$ cat src/sv/owbm_pkg.sv
// Package with the types, codes and timing table of the one-wire bus master.
`timescale 1ns / 1ps

package owbm_pkg;

  // Command codes carried by an input transaction. They double as the
  // operation code held while an operation runs.
  localparam logic [2:0] CMD_TICK       = 3'd0;
  localparam logic [2:0] CMD_RESET      = 3'd1;
  localparam logic [2:0] CMD_WRITE_BIT  = 3'd2;
  localparam logic [2:0] CMD_READ_BIT   = 3'd3;
  localparam logic [2:0] CMD_WRITE_BYTE = 3'd4;
  localparam logic [2:0] CMD_READ_BYTE  = 3'd5;

  localparam int unsigned CNT_W = 9;
  localparam logic [1:0] SPEED_RESET = 2'd0;

  typedef enum logic [2:0] {
    OP_IDLE       = 3'd0,
    OP_RESET      = 3'd1,
    OP_WRITE_BIT  = 3'd2,
    OP_READ_BIT   = 3'd3,
    OP_WRITE_BYTE = 3'd4,
    OP_READ_BYTE  = 3'd5
  } op_t;

  // Phase lengths of a slot; the letters follow the usual bus timing names.
  typedef enum logic [3:0] {
    TM_A = 4'd0,
    TM_B = 4'd1,
    TM_C = 4'd2,
    TM_D = 4'd3,
    TM_E = 4'd4,
    TM_F = 4'd5,
    TM_H = 4'd6,
    TM_I = 4'd7,
    TM_J = 4'd8
  } tm_t;

  localparam logic [CNT_W-1:0] TIMING [4][9] = '{
    '{9'd6, 9'd64, 9'd60, 9'd10, 9'd9, 9'd55, 9'd480, 9'd70, 9'd410},
    '{9'd6, 9'd35, 9'd40, 9'd5,  9'd8, 9'd25, 9'd300, 9'd70, 9'd120},
    '{9'd2, 9'd8,  9'd8,  9'd3,  9'd1, 9'd7,  9'd70,  9'd8,  9'd40},
    '{9'd6, 9'd64, 9'd60, 9'd10, 9'd9, 9'd55, 9'd480, 9'd70, 9'd410}
  };

  typedef struct packed {
    logic [2:0] command;
    logic [7:0] write_data;
    logic       bus_level;
  } item_t;

  typedef struct packed {
    logic       drive_low;
    logic       busy_res;
    logic       done_res;
    logic [7:0] read_data;
    logic       presence;
    logic       rejected;
  } result_t;

  function automatic logic [CNT_W-1:0] duration(input logic [1:0] speed, input tm_t k);
    return TIMING[speed][k];
  endfunction

endpackage

$ cat src/sv/one_wire_bus_master.sv
// Top level of the one-wire bus master timing engine.
`timescale 1ns / 1ps

// Usage: every input transaction on the item channel is either a tick, one
// microsecond of bus time carrying the sampled line level, or a command
// that starts a bus reset with presence detect, a bit write, a bit read, a
// byte write or a byte read (LSB first). Each accepted transaction yields
// exactly one result transaction on the result channel: the line drive for
// the next microsecond, busy and done flags, read data, presence and a
// rejected flag for commands that arrive while busy or carry an unknown code.
// The speed_mode register (standard, high speed, overdrive) is written via
// speed_we and speed_data; the user must write it only while the block is
// idle, which the block itself does not enforce. Each phase length is taken
// from speed_mode when that phase begins. The result is registered: an
// accepted transaction enters the result register, or the skid register if
// the result is held. Throughput is one transaction per cycle while
// item_stall is low. When the receiver stalls, one further transaction is
// taken into a skid register and only then is item_stall raised, so no
// result is lost. Synchronous reset idles the engine, clears presence, empties
// both result registers and sets speed_mode to SPEED_RESET (standard by default).
module one_wire_bus_master #(
  parameter logic [1:0] SPEED_RESET = owbm_pkg::SPEED_RESET
) (
  input  logic              clk,
  input  logic              rst,
  input  logic              item_valid,
  output logic              item_stall,
  input  owbm_pkg::item_t   item,
  output logic              result_valid,
  input  logic              result_stall,
  output owbm_pkg::result_t result,
  input  logic              speed_we,
  input  logic [1:0]        speed_data
);

  logic [1:0]                 speed_mode;
  owbm_pkg::op_t              operation, operation_next;
  logic [1:0]                 phase, phase_next;
  logic [owbm_pkg::CNT_W-1:0] countdown, countdown_next;
  logic [2:0]                 bit_index, bit_index_next;
  logic [7:0]                 shift_data, shift_data_next;
  logic                       presence_seen, presence_seen_next;
  logic                       done, rejected;
  owbm_pkg::result_t          result_next;
  owbm_pkg::result_t          skid;
  logic                       skid_valid;
  logic                       accept, take;

  // Length of the first phase of a slot for a given operation and data bit.
  function automatic logic [owbm_pkg::CNT_W-1:0] first_len(input logic [1:0] spd,
                                                           input owbm_pkg::op_t op,
                                                           input logic bit0);
    if (op == owbm_pkg::OP_RESET) begin
      return owbm_pkg::duration(spd, owbm_pkg::TM_H);
    end else if (op == owbm_pkg::OP_WRITE_BIT || op == owbm_pkg::OP_WRITE_BYTE) begin
      return bit0 ? owbm_pkg::duration(spd, owbm_pkg::TM_A)
                  : owbm_pkg::duration(spd, owbm_pkg::TM_C);
    end
    return owbm_pkg::duration(spd, owbm_pkg::TM_A);
  endfunction

  assign item_stall = skid_valid;
  assign accept     = item_valid && !skid_valid;
  assign take       = result_valid && !result_stall;

  // Next state and result of one transaction.
  always_comb begin
    logic is_wr, is_wr_next;
    operation_next     = operation;
    phase_next         = phase;
    countdown_next     = countdown;
    bit_index_next     = bit_index;
    shift_data_next    = shift_data;
    presence_seen_next = presence_seen;
    done               = 1'b0;
    rejected           = 1'b0;
    is_wr = (operation == owbm_pkg::OP_WRITE_BIT) || (operation == owbm_pkg::OP_WRITE_BYTE);

    if (item.command == owbm_pkg::CMD_TICK) begin
      if (operation != owbm_pkg::OP_IDLE) begin
        if (countdown > owbm_pkg::CNT_W'(1)) begin
          countdown_next = countdown - owbm_pkg::CNT_W'(1);
        end else if (phase == 2'd0) begin
          // Low phase over: release the line.
          phase_next = 2'd1;
          if (operation == owbm_pkg::OP_RESET) begin
            countdown_next = owbm_pkg::duration(speed_mode, owbm_pkg::TM_I);
          end else if (is_wr) begin
            countdown_next = shift_data[0] ? owbm_pkg::duration(speed_mode, owbm_pkg::TM_B)
                                           : owbm_pkg::duration(speed_mode, owbm_pkg::TM_D);
          end else begin
            countdown_next = owbm_pkg::duration(speed_mode, owbm_pkg::TM_E);
          end
        end else if (phase == 2'd1 && !is_wr) begin
          // End of release on a read or reset: this tick's level is the sample.
          phase_next = 2'd2;
          if (operation == owbm_pkg::OP_RESET) begin
            presence_seen_next = !item.bus_level;
            countdown_next     = owbm_pkg::duration(speed_mode, owbm_pkg::TM_J);
          end else begin
            if (operation == owbm_pkg::OP_READ_BIT) begin
              shift_data_next = {7'd0, item.bus_level};
            end else begin
              shift_data_next = {item.bus_level, shift_data[7:1]};
            end
            countdown_next = owbm_pkg::duration(speed_mode, owbm_pkg::TM_F);
          end
        end else begin
          // Slot finished: next bit of a byte, or the operation ends.
          if (is_wr) begin
            shift_data_next = {1'b0, shift_data[7:1]};
          end
          if ((operation == owbm_pkg::OP_WRITE_BYTE || operation == owbm_pkg::OP_READ_BYTE)
              && bit_index != 3'd7) begin
            bit_index_next = bit_index + 3'd1;
            phase_next     = 2'd0;
            countdown_next = first_len(speed_mode, operation, shift_data_next[0]);
          end else begin
            operation_next = owbm_pkg::OP_IDLE;
            phase_next     = 2'd0;
            countdown_next = '0;
            bit_index_next = '0;
            done           = 1'b1;
          end
        end
      end
    end else if (item.command > owbm_pkg::CMD_READ_BYTE || operation != owbm_pkg::OP_IDLE) begin
      rejected = 1'b1;
    end else begin
      operation_next = owbm_pkg::op_t'(item.command);
      bit_index_next = '0;
      unique case (item.command)
        owbm_pkg::CMD_WRITE_BIT:  shift_data_next = {7'd0, item.write_data[0]};
        owbm_pkg::CMD_WRITE_BYTE: shift_data_next = item.write_data;
        owbm_pkg::CMD_READ_BIT,
        owbm_pkg::CMD_READ_BYTE:  shift_data_next = '0;
        default:                  shift_data_next = shift_data;
      endcase
      if (item.command == owbm_pkg::CMD_RESET) begin
        presence_seen_next = 1'b0;
      end
      phase_next     = 2'd0;
      countdown_next = first_len(speed_mode, operation_next, shift_data_next[0]);
    end

    is_wr_next = (operation_next == owbm_pkg::OP_WRITE_BIT) ||
                 (operation_next == owbm_pkg::OP_WRITE_BYTE);
    result_next.drive_low = (operation_next != owbm_pkg::OP_IDLE) && (phase_next == 2'd0);
    result_next.busy_res  = operation_next != owbm_pkg::OP_IDLE;
    result_next.done_res  = done;
    result_next.read_data = is_wr_next ? 8'd0 : shift_data_next;
    result_next.presence  = presence_seen_next;
    result_next.rejected  = rejected;
  end

  // Engine state and speed register.
  always_ff @(posedge clk) begin
    if (rst) begin
      speed_mode    <= SPEED_RESET;
      operation     <= owbm_pkg::OP_IDLE;
      phase         <= '0;
      countdown     <= '0;
      bit_index     <= '0;
      shift_data    <= '0;
      presence_seen <= 1'b0;
    end else begin
      if (speed_we) begin
        speed_mode <= speed_data;
      end
      if (accept) begin
        operation     <= operation_next;
        phase         <= phase_next;
        countdown     <= countdown_next;
        bit_index     <= bit_index_next;
        shift_data    <= shift_data_next;
        presence_seen <= presence_seen_next;
      end
    end
  end

  // Result register with a skid stage behind it.
  always_ff @(posedge clk) begin
    if (rst) begin
      result_valid <= 1'b0;
      skid_valid   <= 1'b0;
    end else if (take) begin
      if (skid_valid) begin
        result_valid <= 1'b1;
        skid_valid   <= 1'b0;
      end else begin
        result_valid <= accept;
      end
    end else if (!result_valid) begin
      result_valid <= accept;
    end else if (accept) begin
      skid_valid <= 1'b1;
    end
  end

  always_ff @(posedge clk) begin
    if (take && skid_valid) begin
      result <= skid;
    end else if (accept && (take || !result_valid)) begin
      result <= result_next;
    end
    if (accept && result_valid && !take) begin
      skid <= result_next;
    end
  end

  // The skid stage only fills behind a held result.
  a_skid_behind_result: assert property (@(posedge clk) disable iff (rst)
    skid_valid |-> result_valid)
    else $error("skid register full while result register empty");

  // Idle engine carries no leftover slot state.
  a_idle_clean: assert property (@(posedge clk) disable iff (rst)
    (operation == owbm_pkg::OP_IDLE) |-> (phase == 2'd0 && countdown == '0 && bit_index == '0))
    else $error("idle engine with leftover phase, countdown or bit index");

  // A running operation always has time left in its phase.
  a_busy_counting: assert property (@(posedge clk) disable iff (rst)
    (operation != owbm_pkg::OP_IDLE) |-> (countdown != '0 && phase != 2'd3))
    else $error("busy engine with empty countdown or bad phase");

  // A rejected command leaves the engine untouched.
  a_reject_holds: assert property (@(posedge clk) disable iff (rst)
    (accept && rejected) |=> ($stable(operation) && $stable(countdown) && $stable(phase)))
    else $error("rejected command changed engine state");

endmodule
$ cat config.mk
export PLATFORM = sky130hd
export DESIGN_NAME = one_wire_bus_master
export DESIGN_NICKNAME = d
export VERILOG_FILES = /design/src/sv/owbm_pkg.sv /design/src/sv/one_wire_bus_master.sv
export SDC_FILE = /design/constraint.sdc
export NUM_CORES = 1
export LEC_CHECK = 0
export ABC_AREA = 0
export ABC_CLOCK_PERIOD_IN_PS = 2100
export CORE_ASPECT_RATIO = 0.5
export CORE_UTILIZATION = 55
export CTS_BUF_LIST = sky130_fd_sc_hd__clkbuf_8 sky130_fd_sc_hd__clkbuf_16
export CTS_CLUSTER_SIZE = 14
export DETAILED_ROUTE_END_ITERATION = 8
export DONT_BUFFER_PORTS = 1
export PLACE_DENSITY_LB_ADDON = 0.3
export SYNTH_ARGS = -nofsm -noshare
export SYNTH_HDL_FRONTEND = slang
export SYNTH_SLANG_ARGS = --single-unit
$ cat constraint.sdc
create_clock -name clk -period 2.1 [get_ports clk]
set_clock_uncertainty 0.2 [all_clocks]
set_input_delay 0.105 -clock clk [delete_from_list [all_inputs] [get_ports clk]]
set_output_delay 0.105 -clock clk [all_outputs]
set_load 0.02 [all_outputs]
* Word level (Yosys, flattened, before mapping)
Index checks and enable logic that the tools add are counted.
** Storage, ports and cells
- Bits in registers :: 56
- Bits of input ports :: 19
- Output and inout bits :: 15
- Word-level logic and storage cells :: 171
** Operators by class
- $add $sub $neg :: 2
- Order comparisons :: 3
- Equality and inequality tests :: 19
- Multiplexer cells :: 93
- Bitwise gates (word level) :: 1
- Reduce and logical (&&, ||, !) cells :: 32
** Operator list (number)
- $mux W9 :: 19
- $bmux W81 S2 :: 1
- $mux W81 :: 2
- $mux W8 :: 17
- $mux W3 :: 14
- $mux W1 :: 31
- $mux W13 :: 2
- $pmux W8 S3 :: 1
- $eq A3 B2 Y1 const B :: 5
- $eq A3 B3 Y1 const B :: 5
- $mux W2 :: 6
- $gt A9 B1 Y1 const B :: 1
- $logic_and A1 B1 Y1 :: 9
- $sub A9 B1 Y9 const B :: 1
- $ne A2 B2 Y1 const B :: 4
- $eq A3 B1 Y1 const B :: 2
- $logic_not A1 Y1 :: 6
- $logic_or A1 B1 Y1 :: 6
- $reduce_and A6 Y1 :: 1
- $reduce_bool A3 Y1 :: 2
- $logic_not A2 Y1 :: 2
- $reduce_or A2 Y1 :: 2
- $add A3 B1 Y3 const B :: 1
- $ge A3 B3 Y1 const B :: 1
- 9 further kinds :: 9

* Longest topological paths before layout
- Word-level depth :: 19
- Gate-level depth with buffers :: 9
- Gate-level depth less buffers :: 8

* Least setup slack after synthesis
Ideal clock, no wire load.
- Path type :: register to register
- Start :: register skid_valid, in the netlist item_stall
- End :: register result[0] in the netlist's numbering, enable pin
- Library setup time :: 0.387 ns
- Arrival :: 1.836 ns
- Required time :: 1.513 ns
- Slack :: -0.324 ns
- Stages on the path, launching flop included :: 6
- Path buffers :: 2
- Clock period less this slack :: 2.424 ns
- Cells stage by stage :: dfxtp_1 -> nor2b_1 -> clkbuf_1 -> buf_1 -> a21oi_1 -> a21oi_1
** On the way
- Longest elaborated chain between the ends :: 4
- Elaborated cells on any way between the ends :: 5
- Classes of those cells :: 5 x reduce/logical
** RTL lines
- from (decl) :: RTL line one_wire_bus_master.sv:46 : logic skid_valid;
- from (signal assigned) :: RTL line one_wire_bus_master.sv:185 : skid_valid <= 1'b0;
- from (signal assigned) :: RTL line one_wire_bus_master.sv:189 : skid_valid <= 1'b0;
- from (signal assigned) :: RTL line one_wire_bus_master.sv:196 : skid_valid <= 1'b1;
- $logic_not A1 Y1 :: RTL line one_wire_bus_master.sv:63 : assign accept = item_valid && !skid_valid;
- $logic_and A1 B1 Y1 :: RTL line one_wire_bus_master.sv:63
- $logic_and A1 B1 Y1 :: RTL line one_wire_bus_master.sv:203 : end else if (accept && (take || !result_valid)) begin
- $reduce_bool A2 Y1 (no line) (*)
- to (signal assigned) :: RTL line one_wire_bus_master.sv:202 : result <= skid;
- to (signal assigned) :: RTL line one_wire_bus_master.sv:204 : result <= result_next;
- to (decl) :: RTL line one_wire_bus_master.sv:31 : output owbm_pkg::result_t result,
Mark *: on every way between the ends. The rest lies on a longest branch, timed or not.
A chain may end at the register's enable or synchronous reset.

==> impl_metrics.env <==
export IMPL_synth_async_reset_ratio_pct=0
export IMPL_r2r_cells=7
export IMPL_path_cells="buf_6, buf_6, nor3_4, o211ai_1, buf_4, a221oi_4, nor2_1"
export IMPL_synth_top_cell_by_area="edfxtp_1"
export IMPL_via_count=4878
export IMPL_r2r_end="skid[6]"
export IMPL_crit_arrival_ns=2.34
export IMPL_comb_power_share_pct=42.0
export IMPL_grt_pass1_wl_um=21600
export IMPL_dp_cells=600
export IMPL_fin_cells=655
export IMPL_p_clk_share_pct=23.3
export IMPL_synth_compound_area_share_pct=26.5
export IMPL_avgSynthCellArea_sq_um=8.28
export IMPL_rrSetupSlack_ns=-0.40
export IMPL_powerDensity_nw_per_um2=656
export IMPL_p_int_w=0.00239
export IMPL_violations="setup timing"
export IMPL_synth_seq_cells=56
export IMPL_clk_latency_ns=0.31
export IMPL_startpoint_type="flop"
export IMPL_wl_um=17600
export IMPL_timing_rr_start="operation[1]"
export IMPL_routedWlPerCell_um=26.9
export IMPL_drive_gt1_share_pct=45.7
export IMPL_worstHoldStart="item[10]"
export IMPL_cp_common_cell="buf_6"
export IMPL_cts_max_path_buffers=2
export IMPL_cts_tree="yes"
export IMPL_syn_to_final_growth_pct=56.0
export IMPL_power_w=0.00383
export IMPL_relSlewSlack_pct=48.1
export IMPL_yosysMostFrequentCell="nor2_1"
export IMPL_p_sw_w=0.00144
export IMPL_grtUsageTotal_pct=40.1
export IMPL_postRouteAntennaNets=0
export IMPL_antenna_found_initial=0
export IMPL_syn_nets=478
export IMPL_critical_path_class="flop to flop"
export IMPL_min_path_type="primary input to flop"
export IMPL_start_util_pct=59.3
export IMPL_ys_types=69
export IMPL_cpMaxStageDelayCell="a221oi_4"
export IMPL_setup_violations=44
export IMPL_fin_nets=592
export IMPL_synth_simple_area_share_pct=23.2
export IMPL_startpoint="operation[1]"
export IMPL_whs_path_depth=3
export IMPL_portBuffers=0
export IMPL_die_w_um=119
export IMPL_setup_tns_ns=-10.37
export IMPL_dr_pass1_iters=7
export IMPL_synthFlopType="dfxtp_1"
export IMPL_hold_worst_slack_ns=0.0134
export IMPL_synth_seq_area_share_pct=36.9
export IMPL_netlist_top_cells_area="edfxtp_1 (21%), dfxtp_1 (16%), a21oi_1 (5.1%), nor2_1 (4.8%), nand2_1 (4.1%)"
export IMPL_dp_hpwl_um=8980
export IMPL_fmax_mhz=400
export IMPL_tightest_slew_ns=0.778
export IMPL_maxCapViolations=0
export IMPL_synthXorXnorAreaFrac_pct=1.40
export IMPL_hold_viol=0
export IMPL_pwr_share_seq_pct=34.7
export IMPL_grt_max_degree=30
export IMPL_synth_top_family_by_area="compound AO/OA/AOI/OAI gates"
export IMPL_ios=34
export IMPL_final_period_utilization_pct=119
export IMPL_n_antenna_cell=0
export IMPL_num_rows=20
export IMPL_fp_dieH_um=60.3
export IMPL_overflow=0
export IMPL_critical_path_top_delay_family="compound AO/OA/AOI/OAI gates"
export IMPL_yosys_top_cells_count="nor2_1 (48), nand2_1 (41), a21oi_1 (38), dfxtp_1 (30), edfxtp_1 (26)"
export IMPL_cts_made_buffers=5
export IMPL_syn_area_sq_um=3740
export IMPL_synthMuxAreaShare_pct=3.24
export IMPL_clk_root_buffer_cell="clkbuf_16"
export IMPL_vias_per_cell=7.45
export IMPL_slew_violations=0
export IMPL_outcome="complete, but fails checks"
export IMPL_gp_congestion=0.940
export IMPL_die_area_sq_um=7160
export IMPL_finish_utilization_pct=92.6
export IMPL_worstHoldEndpoint="countdown[8]"
export IMPL_synth_top_area_share_pct=20.9
export IMPL_drt_initial_drc_count=921
export IMPL_cp_num_buf_inv=3
export IMPL_synth_edf_count=26
export IMPL_synth_adder_area_share_pct=2.88
export IMPL_clock_sinks=56
export IMPL_yosysWarnings=0
export IMPL_p_leak_nw=2.18
export IMPL_synthCells=452
export IMPL_rsz0062_at_grt="yes"
export IMPL_cp_end_kind="flop"
export IMPL_ir_worst_vdd_uv=549
export IMPL_cp_required_ns=1.94
export IMPL_coreArea_sq_um=6310
export IMPL_worst_path_largest_cell_delay_ns=0.43
export IMPL_htreeDepth=2
export IMPL_grt_pass1_vias=4056
export IMPL_drc_errors=0
export IMPL_fin_ws_ns=-0.400
export IMPL_clkTransAtPathRegs_ns=0.09
export IMPL_critPathMaxFanout=6
export IMPL_switching_share_pct=37.6
export IMPL_min_period_ns=2.50
-- tightest hold or removal path: stages --
cell and delay [ns]:
or3b_2 0.16, or3_4 0.14, a31oi_1 0.07
-- sequential cells by signal, summed over array words and instances (netlist names) --
| name | count |
|---|---|
| bit_index | 3 |
| countdown | 9 |
| item_stall | 1 |
| operation | 3 |
| phase | 2 |
| presence_seen | 1 |
| result | 13 |
| result_valid | 1 |
| shift_data | 8 |
| skid | 13 |
| speed_mode | 2 |
-- layer usage --
layer  vias to the layer above  track usage [%]  wire [um]
li1                       1927                -          -
met1                      2254             52.1       6310
met2                       512             67.4       7550
met3                       185             9.12       2370
met4                         0             15.4       1410
met5                         -                0          0
-- per-stage QoR --
step	cell area, sq um	setup WS, ns
6_report	5840	-0.400
2_1_floorplan	3870	-0.0578
4_1_cts	5200	-0.196
5_1_grt	5840	-0.412
3_5_place_dp	4530	-0.335
3_3_place_gp	4530	-0.262
-- logic make-up after synthesis --
kind of cell,count (synthesis)
muxes,11
buffers and inverters,54
xor gates and xnor gates,6
and+or+nand+nor,171
adders and majority gates,9
DFF,56
AOI/OAI and AO/OA,145
-- layout by cell type, fill, tap and decap left out, types with 4 or more instances in the layout --
| master | netlist | final |
|---|---|---|
| o21ai_1 | 5 | 5 |
| a221oi_4 | 0 | 4 |
| nor3_2 | 2 | 6 |
| o21ai_0 | 21 | 17 |
| nor2b_1 | 6 | 5 |
| dfxtp_4 | 0 | 6 |
| nand3_1 | 10 | 8 |
| mux2_4 | 1 | 6 |
| dfxtp_1 | 30 | 17 |
| buf_4 | 3 | 93 |
| ha_4 | 0 | 4 |
| buf_6 | 0 | 29 |
| mux2i_1 | 5 | 5 |
| o31ai_2 | 0 | 6 |
| nand2_1 | 41 | 38 |
| a21oi_2 | 0 | 13 |
| a211oi_2 | 0 | 5 |
| a41oi_2 | 0 | 4 |
| clkbuf_16 | 0 | 5 |
| nand4_1 | 5 | 5 |
| a31oi_1 | 11 | 9 |
| nor2_4 | 0 | 4 |
| o211ai_1 | 5 | 5 |
| nor2_1 | 48 | 43 |
| nor3_4 | 0 | 4 |
| dlygate4sd3_1 | 0 | 16 |
| edfxtp_1 | 26 | 26 |
| dfxtp_2 | 0 | 7 |
| inv_1 | 20 | 19 |
| nor3_1 | 18 | 10 |
| nand2b_1 | 9 | 8 |
| or3_4 | 0 | 4 |
| a21oi_1 | 38 | 22 |
-- how the worst max path moves through the flow --
stage / depth (start not counted) / slack [ns] / end
final: 7 / -0.40 / skid[6]
after floorplan: 6 / -0.06 / result[8]
after detailed placement: 6 / -0.34 / result[4]
after global routing: 9 / -0.41 / skid[4]
after CTS: 10 / -0.20 / shift_data[6]
after global placement: 6 / -0.26 / result[9]
-- power groups by stage --
stage	combinational (W)	sequential, W	clock (W)
3_3_place_gp	0.000957	0.00134	0
3_5_place_dp	0.000984	0.00134	0
4_1_cts	0.00117	0.00132	0.000876
5_1_grt	0.00165	0.00133	0.000914
6_report	0.00161	0.00133	0.000893
2_1_floorplan	0.000603	0.00133	0
-- repair_timing --
item	in CTS	in global routing
setup buffers	8	21
pin swaps	12	37
endpoints found under the hold margin	53	0
hold buffers	17	0
endpoints found under the setup margin	44	48
gates cloned	1	2
gates resized for setup	59	108
-- cell type report --
class | instances | area [sq um]
inverters | 20 | 77.6
repair buffers | 140 | 1220
fillers | 221 | 467
multi-input cells | 343 | 2870
clock inverters | 3 | 22.5
clock buffers | 5 | 125
flip-flops and latches | 56 | 1410
well taps | 88 | 110
Note: power is estimated with default switching activity, not from simulation.
